--- config.mk ---
export PLATFORM = sky130hd
export DESIGN_NAME = ggb_ram
export DESIGN_NICKNAME = d
export VERILOG_FILES = /design/src/sv/ggb_ram.sv
export SDC_FILE = /design/constraint.sdc
export NUM_CORES = 1
export LEC_CHECK = 0
export BUFFER_PORTS_ARGS = -buffer_cell sky130_fd_sc_hd__clkbuf_2
export CORE_ASPECT_RATIO = 1.1
export CORE_UTILIZATION = 60
export CTS_CLUSTER_DIAMETER = 60
export DETAILED_ROUTE_END_ITERATION = 12
export PLACE_DENSITY = 0.76
export SYNTH_ARGS = -nofsm -noshare
export SYNTH_HDL_FRONTEND = slang
export SYNTH_SLANG_ARGS = --single-unit
--- constraint.sdc ---
create_clock -name clk -period 2.1 [get_ports clk]
set_input_delay 0.315 -clock clk [delete_from_list [all_inputs] [get_ports clk]]
set_output_delay 0.315 -clock clk [all_outputs]
set_load 0.02 [all_outputs]
--- src/sv/ggb_ram.sv ---
// ggb_ram: generic single-write, single-read ram with registered read data
// depends on nothing
`default_nettype none

module ggb_ram #(
  parameter int WIDTH = 8,
  parameter int DEPTH = 16
) (
  input  wire logic                     clk,
  input  wire logic                     we,
  input  wire logic [$clog2(DEPTH)-1:0] waddr,
  input  wire logic [WIDTH-1:0]         wdata,
  input  wire logic [$clog2(DEPTH)-1:0] raddr,
  output logic      [WIDTH-1:0]         rdata
);

  logic [WIDTH-1:0] mem [DEPTH];

  always_ff @(posedge clk) begin
    if (we) begin
      mem[waddr] <= wdata;
    end
    rdata <= mem[raddr];
  end

endmodule

`default_nettype wire

# Word level (Yosys, flattened, before mapping)
# Memory sizes are Yosys's and may differ from the RTL's. A register that Yosys moved wholly into a read port is not among the register bits.
# Cells that the tools add are included.
dict set report op_classes {
  n_mux 2
}
# cell n
set ops {}
lappend ops {{1-bit two-way mux} 2}
dict set report word_totals {
  ff_bits 0
  out_inout_bits 8
  n_memories 1
  in_bits 18
  ram_bits 128
}
# memory depth width read_ports rd_ports_with_merged_regs write_ports line
set memory_table {}
lappend memory_table {mem 16 8 1 1 1 17} ;# logic [WIDTH-1:0] mem [DEPTH];

# Depth between registers and ports, before layout
# Gate-level depths: netlist of run 1.
dict set report logic_depth {
  ltp_word 2
  depth_mapped 5
  ltp_nobuf 3
}

# Least setup slack after synthesis of run 1
# Ideal clock, no wire load.
dict set report synth_path {
  kind {in2reg}
  start {input port waddr[2]}
  end {memory mem[0][0] (enable)}
  required_time_ns 1.717
  path_slack_ns 0.292
  cell_stages 2
  t_arrival_ns 1.425
  cell_sequence {or3b_2 > nor3_1}
}
# element line
set synth_rtl {}
lappend synth_rtl {{start: declaration} 11} ;# input wire logic [$clog2(DEPTH)-1:0] waddr,
lappend synth_rtl {{end: declaration} 17}
# No word-level cell before the write port.

==> impl_metrics.tcl, run 1 <==
set metrics [dict create \
    grt_max_degree 33 \
    synthAdderAreaFrac 0 \
    design_area_um2 6130 \
    dp_hpwl_um 5760 \
    drv_cap 0 \
    die_h_um 99.1 \
    first_iter_violations 261 \
    gp_congestion 0.713 \
    first_pass_iters 5 \
    place_inst 376 \
    finalSetupViolations 0 \
    nFillCells 466 \
    top_usage_layer "met2" \
    die_x_um 90.3 \
    multi_input_area_um2 1060 \
    fmax_mhz 682 \
    finalNetCount 302 \
    ios 26 \
    grt_pass1_wl_um 15000 \
    diodes 0 \
    post-route-util 0.733 \
    post-cts-setup-buffers 0 \
    slowest_stage "mux4_1" \
    ctsHoldBuffers 0 \
    holdPathEnd "mem[3][6]" \
    finClkSkew_ns 0.00771 \
    netlist_area_um2 5150 \
    antenna_found_initial 0 \
    postRouteAntennaNets 0 \
    syn_avg_cell_area_um2 22.5 \
    finalCritPeriodShare 0.698 \
    worst_pin_slew_ns 0.474 \
    rrSetupSlack_ns 0.63 \
    cts.sinks 136 \
    synth_top_family_by_area "multiplexers" \
    core_area_um2 8360 \
    hold_class "in -> reg" \
    met2_usage 0.396 \
    synthesis.nets 247 \
    post_drt_wl_per_cell_um 24.1 \
    cp.arrival_ns 1.85 \
    end_kind "flip-flop" \
    slew_violations 0 \
    grt_setup_unrepaired "no" \
    r2r_cells 3 \
    critPathLaunchType "flip-flop" \
    cts_buffer_depth 2 \
    use_met1 0.325 \
    cts-buffers-inserted 17 \
    io_buffers 25 \
    grt_util_all_layers 0.243 \
    fin_setup_tns_ns 0 \
    hp-start "wdata[6]" \
    drc 0 \
    synth_compound_area_frac 0.0233 \
    synthMuxAreaShare 0.150 \
    cts_resized 0 \
    placedInstanceArea_um2 5510 \
    r2r-start "mem[1][2]" \
    final_cell_mix "128 x edfxtp_1, 25 x clkbuf_2, 19 x buf_4" \
    timing.hold.ws_ns 0.231 \
    slew-limit-headroom 0.684 \
    finalCriticalPeriod_ns 1.47 \
    crit_fanout 1 \
    initial_utilization 0.615 \
    power_density_nw_per_um2 1050 \
    vias 2467 \
    drive_gt1_frac 0.323 \
    instances_no_fill 408 \
    layout.cells.most_common "edfxtp_1" \
    yosysSeqAreaShare 0.778 \
    area_growth_syn_to_layout_pct 19.2 \
    first_global_vias 2592 \
    cp.required_ns 2.48 \
    synth_simple_gate_area_frac 0.0318 \
    clockRootBuffer "clkbuf_8" \
    regArea_um2 4000 \
    synth_cell_types 19 \
    synth-xor-area-share 0 \
    clk_pin_slew_ns 0.06 \
    status "completed" \
    clkLatencyLatePin_ns 0.50 \
    dieArea_um2 8950 \
    hold_viol 0 \
    cts_tree "built" \
    syn_inst 229 \
    p_leak_nw 2.11 \
    synth_seq_cells 136 \
    htreeDepth 4 \
    critPathMaxStageDelay_ns 0.54 \
    worst-setup-path-type "reg -> reg" \
    grt-ovfl-total 0 \
    drt-total-wl_um 9830 \
    yosysWarnings 0 \
    ir_drop_uv 691 \
    drt-vias-per-instance 6.05 \
    r2r_end "rdata[2]" \
    crit_path_cell_trace "mux4_1 -> a22oi_1 -> nand2_1" \
    rows 35 \
    holdPathStages 1 \
    met3_usage 0.0642 \
]
## Yosys cell counts (all sizes together)
library cell | count | area [um^2]
nand3 | 1 | 5.00
clkdlybuf4s25 | 3 | 30.0
and2b | 1 | 7.51
edfxtp | 128 | 3840
nand2b | 2 | 12.5
dfxtp | 8 | 160
or3b | 1 | 8.76
nor2b | 1 | 6.26
a22oi | 16 | 120
nor2 | 13 | 48.8
nor3 | 4 | 20.0
and2 | 1 | 6.26
nand3b | 2 | 15.0
buf | 7 | 56.3
nand2 | 9 | 33.8
mux4 | 32 | 773
## critical path: cells and delay by family (launching register included)
kind / cells / cell delay, ns
flops: 1 / 0.36
compound gates: 1 / 0.33
simple gates: 1 / 0.11
mux: 1 / 0.54
## per-layer routing
layer  part of all wire  vias to the layer above
met1               0.38                     1251
met4              0.013                        0
met5                  0                        -
met3              0.087                       13
li1                   -                     1082
met2               0.52                      121
## sequential cells by signal (all words and copies together) (netlist names)
register  cells
mem         128
rdata         8
## worst max path at each step
| stage | to | cells after the start | slack, ns | from |
|---|---|---|---|---|
| floorplan | mem[0][0] | 2 | 0.29 | waddr[2] |
| global placement | rdata[3] | 5 | 0.29 | raddr[0] |
| detailed placement | rdata[3] | 5 | 0.30 | raddr[0] |
| CTS | rdata[2] | 3 | 0.60 | mem[1][2] |
| global route | rdata[2] | 3 | 0.54 | mem[1][2] |
| finish | rdata[2] | 3 | 0.63 | mem[1][2] |
## cell families (layout without fill, tap and decap cells)
| family | Yosys count | after routing |
|---|---|---|
| AO/OA/AOI/OAI | 16 | 16 |
| AND/OR/NAND/NOR | 35 | 35 |
| buffers and inverters | 10 | 78 |
| multiplexers | 32 | 32 |
| flip-flops | 136 | 136 |
## where the power goes
part / switching, mW / internal, mW / total (mW) / leakage, nW
clock: 1.11 / 1.97 / 3.08 / 0.292
combinational: 0.176 / 0.124 / 0.301 / 0.594
sequential: 0.0195 / 3.04 / 3.05 / 1.22
## stage by stage
| step | total power, mW | setup WS, ns |
|---|---|---|
| after CTS | 6.49 | 0.604 |
| after floorplan | 3.28 | 0.292 |
| after global placement | 3.40 | 0.295 |
| final | 6.44 | 0.634 |
| after global routing | 6.61 | 0.542 |
| after detailed placement | 3.41 | 0.302 |
## final cells by class
cell class / instances / area share
clock buffers: 19 / 0.0704
clock inverters: 13 / 0.0316
multi-input cells: 83 / 0.172
flip-flops and latches: 136 / 0.653
well taps: 111 / 0.0226
repair buffers: 46 / 0.0502
Power figures use the tool's default switching activity.
==> run 2: changes to the inputs <==
--- a/config.mk
+++ b/config.mk
@@ -5,12 +5,13 @@
 export SDC_FILE = /design/constraint.sdc
 export NUM_CORES = 1
 export LEC_CHECK = 0
+export ABC_AREA = 1
 export BUFFER_PORTS_ARGS = -buffer_cell sky130_fd_sc_hd__clkbuf_2
 export CORE_ASPECT_RATIO = 1.1
-export CORE_UTILIZATION = 60
+export CORE_UTILIZATION = 61
 export CTS_CLUSTER_DIAMETER = 60
 export DETAILED_ROUTE_END_ITERATION = 12
-export PLACE_DENSITY = 0.76
+export PLACE_DENSITY = 0.77
 export SYNTH_ARGS = -nofsm -noshare
 export SYNTH_HDL_FRONTEND = slang
 export SYNTH_SLANG_ARGS = --single-unit
==> constraint.sdc (replaced) <==
create_clock -name clk -period 1.48 [get_ports clk]
set_input_delay 0.222 -clock clk [delete_from_list [all_inputs] [get_ports clk]]
set_output_delay 0.222 -clock clk [all_outputs]
set_load 0.02 [all_outputs]
==> run 2 against run 1 <==
Against the previous run:
- final area rose by 9.2%
- global-route usage up 5.0 points
- utilization is 1.0 points higher
- wire length grew 33%
- clock power grew 42%
- die area increased by 10%
- total power is 44% higher
- largest cell class unchanged
- largest power group unchanged
- highest routed layer unchanged
==> impl_metrics.tcl, run 2 <==
set metrics [dict create \
    hold_viol 0 \
    hold_class "in -> reg" \
    power.total_mw 9.27 \
    drc 0 \
    worst_pin_slew_ns 0.625 \
    rows 36 \
    htreeDepth 4 \
    grt_pass1_wl_um 20600 \
    clk_pin_slew_ns 0.06 \
    first_pass_iters 6 \
    end_kind "output pin" \
    grt-ovfl-total 0 \
    yosysMostFrequentCell "nand2_1" \
    synth_top_area_share 0.667 \
    post-route-util 0.744 \
    cts_resized 0 \
    ys_top_cells_by_count "173 x nand2_1, 128 x edfxtp_1, 100 x inv_1" \
    die_x_um 94.7 \
    drv_cap 0 \
    ctsHoldBuffers 0 \
    finClkSkew_ns 0.00629 \
    cp.required_ns 1.26 \
    slew_violations 0 \
    area_growth_syn_to_layout_pct 16.2 \
    clkLatencyLatePin_ns 0.53 \
    drt-total-wl_um 13100 \
    async_reset_ff_frac 0 \
    crit_path_cell_trace "clkbuf_2" \
    yosysWarnings 0 \
    synthesis.nets 569 \
    layout.cells.most_common "nand2_1" \
    die_h_um 104 \
    core_area_um2 9010 \
    syn_avg_cell_area_um2 10.5 \
    first_global_vias 3922 \
    dieArea_um2 9850 \
    slew-limit-headroom 0.583 \
    netlist_area_um2 5770 \
    diodes 0 \
    p_leak_nw 2.95 \
    finalNetCount 612 \
    grt_max_degree 65 \
    syn_inst 551 \
    vias 4014 \
    drt-vias-per-instance 5.57 \
    finalCriticalPeriod_ns 1.26 \
    synth_edf_count 128 \
    largest_register "mem" \
    clockRootBuffer "clkbuf_8" \
    io_buffers 25 \
    dp_hpwl_um 7830 \
    antenna_found_initial 0 \
    postRouteAntennaNets 0 \
    initial_utilization 0.640 \
    finalSetupViolations 0 \
    ios 26 \
    cts.sinks 136 \
    gp_congestion 0.853 \
    cp.arrival_ns 1.03 \
    nFillCells 568 \
    final_cell_mix "173 x nand2_1, 128 x edfxtp_1, 100 x inv_1" \
    finalCritPeriodShare 0.848 \
    critPathLaunchType "flip-flop" \
    grt_util_all_layers 0.293 \
    cts-buffers-inserted 17 \
    status "completed" \
    critPathBufInv 1 \
    yosysSeqAreaShare 0.694 \
    top_regs "mem x128, rdata x8" \
    slowest_stage "dfxtp_1" \
    cts_buffer_depth 2 \
    grt_setup_unrepaired "no" \
    synth_cell_types 12 \
    ys.flop_type "edfxtp_1" \
    power_density_nw_per_um2 1380 \
    largest_register_ffs 128 \
    synth_seq_cells 136 \
    ir_drop_uv 1010 \
    critPathMaxStageDelay_ns 0.33 \
    crit_fanout 1 \
    yosys.area.top_type "edfxtp_1" \
    worst-setup-path-type "reg -> out" \
    drive_gt1_frac 0.133 \
    synthTopCellsByArea "edfxtp_1 67%, nand2_1 11%, nand3_1 8.4%" \
    cts_tree "built" \
    post_drt_wl_per_cell_um 18.2 \
    crit_family "flip-flops" \
    first_iter_violations 574 \
    post-cts-setup-buffers 0 \
    fin_setup_tns_ns 0 \
    fmax_mhz 797 \
]
[run 2: changes by cell type after synthesis, sizes merged, moves of 2 or more]
cell and change:
nand2 +164, inv +102, nand3 +96, mux4 -32
buf +17, a22oi -16, nor2 +4, nor3 -4
clkdlybuf4s25 -3, nand2b -2
[run 2: cells by family after synthesis]
kind of cell | after synthesis | synth area share
buf+inv | 126 | 0.0952
flops | 136 | 0.694
simple gates | 289 | 0.210
[run 2: routing by layer]
layer	vias to the layer above	track usage	wire (um)
li1	1861	-	-
met1	1849	0.381	4840
met2	260	0.473	6630
met3	44	0.0819	1290
met4	0	0.102	351
met5	-	0	0
[run 2: final cells by class]
cell class	instances	area, um^2	share of cell area
timing repair buffer	48	335	0.0501
clock inverter	12	175	0.0261
clock buffer	20	445	0.0665
multi-input combinational	289	1210	0.181
sequential	136	4000	0.598
inverter	102	383	0.0572
tap	114	143	0.0213
[run 2: path summary, 6_finish.rpt]
| kind | startpoint | end | slack [ns] | depth (start not counted) |
|---|---|---|---|---|
| max | rdata[4] | rdata[4] | 0.22 | 1 |
| min | raddr[3] | rdata[0] | 0.1 | 3 |
| max reg2reg | mem[6][5] | rdata[5] | 0.41 | 6 |
| min reg2reg | mem[12][5] | rdata[5] | 0.69 | 6 |
[run 2: report_power, final]
part	switching, mW	internal [mW]
Sequential	0.0257	4.31
Combinational	0.405	0.162
Clock	1.55	2.82
Total	1.98	7.29
[run 2: metrics by stage]
stage | area, um^2 | setup slack (ns) | hold slack [ns] | instances
final | 6700 | 0.225 | 0.0996 | 721
after global routing | 6700 | 0.191 | 0.111 | 721
after CTS | 6700 | 0.210 | 0.0797 | 721
after detailed placement | 6080 | 0.0826 | 0.630 | 689
after global placement | 6080 | 0.148 | 0.628 | 689
after floorplan | 5770 | 0.307 | 0.321 | 551
==> run 3: changes to the inputs <==
--- a/config.mk
+++ b/config.mk
@@ -8,10 +8,10 @@
 export ABC_AREA = 1
 export BUFFER_PORTS_ARGS = -buffer_cell sky130_fd_sc_hd__clkbuf_2
 export CORE_ASPECT_RATIO = 1.1
-export CORE_UTILIZATION = 61
+export CORE_UTILIZATION = 55
 export CTS_CLUSTER_DIAMETER = 60
 export DETAILED_ROUTE_END_ITERATION = 12
-export PLACE_DENSITY = 0.77
+export PLACE_DENSITY = 0.73
 export SYNTH_ARGS = -nofsm -noshare
 export SYNTH_HDL_FRONTEND = slang
 export SYNTH_SLANG_ARGS = --single-unit
==> constraint.sdc (replaced) <==
create_clock -name clk -period 1 [get_ports clk]
set_input_delay 0.15 -clock clk [delete_from_list [all_inputs] [get_ports clk]]
set_output_delay 0.15 -clock clk [all_outputs]
set_load 0.02 [all_outputs]
==> run 3 against run 2 <==
Against the previous run:
- the run now ends with negative setup slack left
- wire length up 0.45%
- sequential cell count did not move
- worst setup slack worse by 0.38 ns
- combinational power is 76% higher
- register-to-register slack got worse by 0.40 ns
- clock-buffer cell count stayed put
- utilization is 4.2 points lower
- sequential share of layout area fell by 2.7 points
- die area increased by 11%
- total power rose by 46%
- largest power group is now sequential cells
==> impl_metrics.tcl, run 3 (same netlist as run 2, synthesis figures left out) <==
set metrics [dict create \
    status "finished with violations" \
    violations "negative setup slack" \
    slew-limit-headroom 0.727 \
    critPathLaunchType "flip-flop" \
    timing.hold.ws_ns 0.0599 \
    rows 38 \
    grt_setup_unrepaired "yes" \
    gp_congestion 0.826 \
    grt_pass1_wl_um 20800 \
    initial_utilization 0.575 \
    finalCritPeriodShare 1.16 \
    clkLatencyLatePin_ns 0.53 \
    ir_drop_uv 1240 \
    worst-setup-path-type "reg -> out" \
    slew_violations 0 \
    crit_fanout 1 \
    cp.arrival_ns 1.01 \
    dieArea_um2 10900 \
    slowest_stage "dfxtp_4" \
    core_area_um2 10000 \
    critPathMaxStageDelay_ns 0.36 \
    cp.required_ns 0.85 \
    cts.sinks 136 \
    clockRootBuffer "clkbuf_8" \
    drt-vias-per-instance 5.29 \
    end_kind "output pin" \
    rrSetupSlack_ns 0.01 \
    finalSetupViolations 8 \
    top_regs "mem x128, rdata x8" \
    drt-total-wl_um 13200 \
    placedInstanceArea_um2 6230 \
    drive_gt1_frac 0.213 \
    finalCriticalPeriod_ns 1.16 \
    clk_pin_slew_ns 0.06 \
    crit_path_cell_trace "buf_8" \
    hold_viol 0 \
    htreeDepth 4 \
    wl_met1_um 5370 \
    ctsHoldBuffers 0 \
    final_cell_mix "171 x nand2_1, 128 x edfxtp_1, 98 x inv_1" \
    cts-buffers-inserted 17 \
    hold_class "in -> reg" \
    finalNetCount 621 \
    grt_max_degree 39 \
    area_growth_syn_to_layout_pct 22.1 \
    die_x_um 99.6 \
    cts_tree "built" \
    io_buffers 25 \
    power.total_mw 13.6 \
    p_leak_nw 3.06 \
    drc 0 \
    crit_family "flip-flops" \
    drv_cap 0 \
    largest_register "mem" \
    critPathBufInv 1 \
    postRouteAntennaNets 0 \
    wl_met2_um 6500 \
    design_area_um2 7040 \
    ios 26 \
    fin_ws_ns -0.160 \
    finClkSkew_ns 0.00899 \
    layout.cells.most_common "nand2_1" \
    largest_register_ffs 128 \
    fmax_mhz 862 \
    dr_wl_met3_um 978 \
    dp_hpwl_um 8060 \
    diodes 0 \
    first_iter_violations 367 \
    cts_buffer_depth 2 \
    post_drt_wl_per_cell_um 17.4 \
    first_global_vias 3982 \
    die_h_um 109 \
    vias 4002 \
    antenna_found_initial 0 \
    grt-ovfl-total 0 \
    maxUsedRoutingLayer "met4" \
    post-cts-setup-buffers 0 \
    worst_pin_slew_ns 0.409 \
    power_density_nw_per_um2 1930 \
    grt_util_all_layers 0.268 \
    first_pass_iters 5 \
]
-- run 3: changes by cell type in the layout (fill, tap and decap cells not counted), sizes merged --
cell,delta
buf,+17
clkbuf,-8
bufinv,-1
clkinvlp,+1
-- run 3: stage by stage --
stage	setup TNS (ns)	cells	util	worst slack, ns
after floorplan	-8.04	551	-	-0.101
after global placement	-13.54	724	0.621	-0.264
after detailed placement	-17.60	724	0.621	-0.309
after CTS	-1.24	756	0.690	-0.194
after global routing	-1.28	756	0.702	-0.177
final	-1.02	756	0.702	-0.160
-- run 3: path summary, 6_finish.rpt --
kind	start	end	cells past startpoint
worst max-delay path	rdata[7]	rdata[7]	1
worst min register to register	mem[10][4]	rdata[4]	6
worst max register to register	mem[3][0]	rdata[0]	6
worst min-delay path	raddr[3]	rdata[1]	4
-- run 3: final cells by class --
type,count,area (um^2)
sequential,136,4020
clock inverter,12,151
fill,685,2990
tap,140,175
multi-input combinational,289,1360
clock buffer,20,435
inverter,102,383
timing repair buffer,57,520
-- run 3: what timing repair did --
| action | in CTS | in global routing |
|---|---|---|
| gates resized for setup | 28 | 34 |
| endpoints found under the setup margin | 10 | 16 |
| pin swaps | 0 | 8 |
-- run 3: metal layers --
| layer | global-route usage | up-vias |
|---|---|---|
| met5 | 0 | - |
| met4 | 0.147 | 0 |
| met3 | 0.0528 | 25 |
| met2 | 0.424 | 192 |
| met1 | 0.352 | 1908 |
| li1 | - | 1877 |
-- run 3: report_power, final --
group / total, mW / switching [mW] / internal (mW)
logic: 0.996 / 0.632 / 0.364
registers: 6.44 / 0.0559 / 6.38
clock network: 6.12 / 2.27 / 3.85
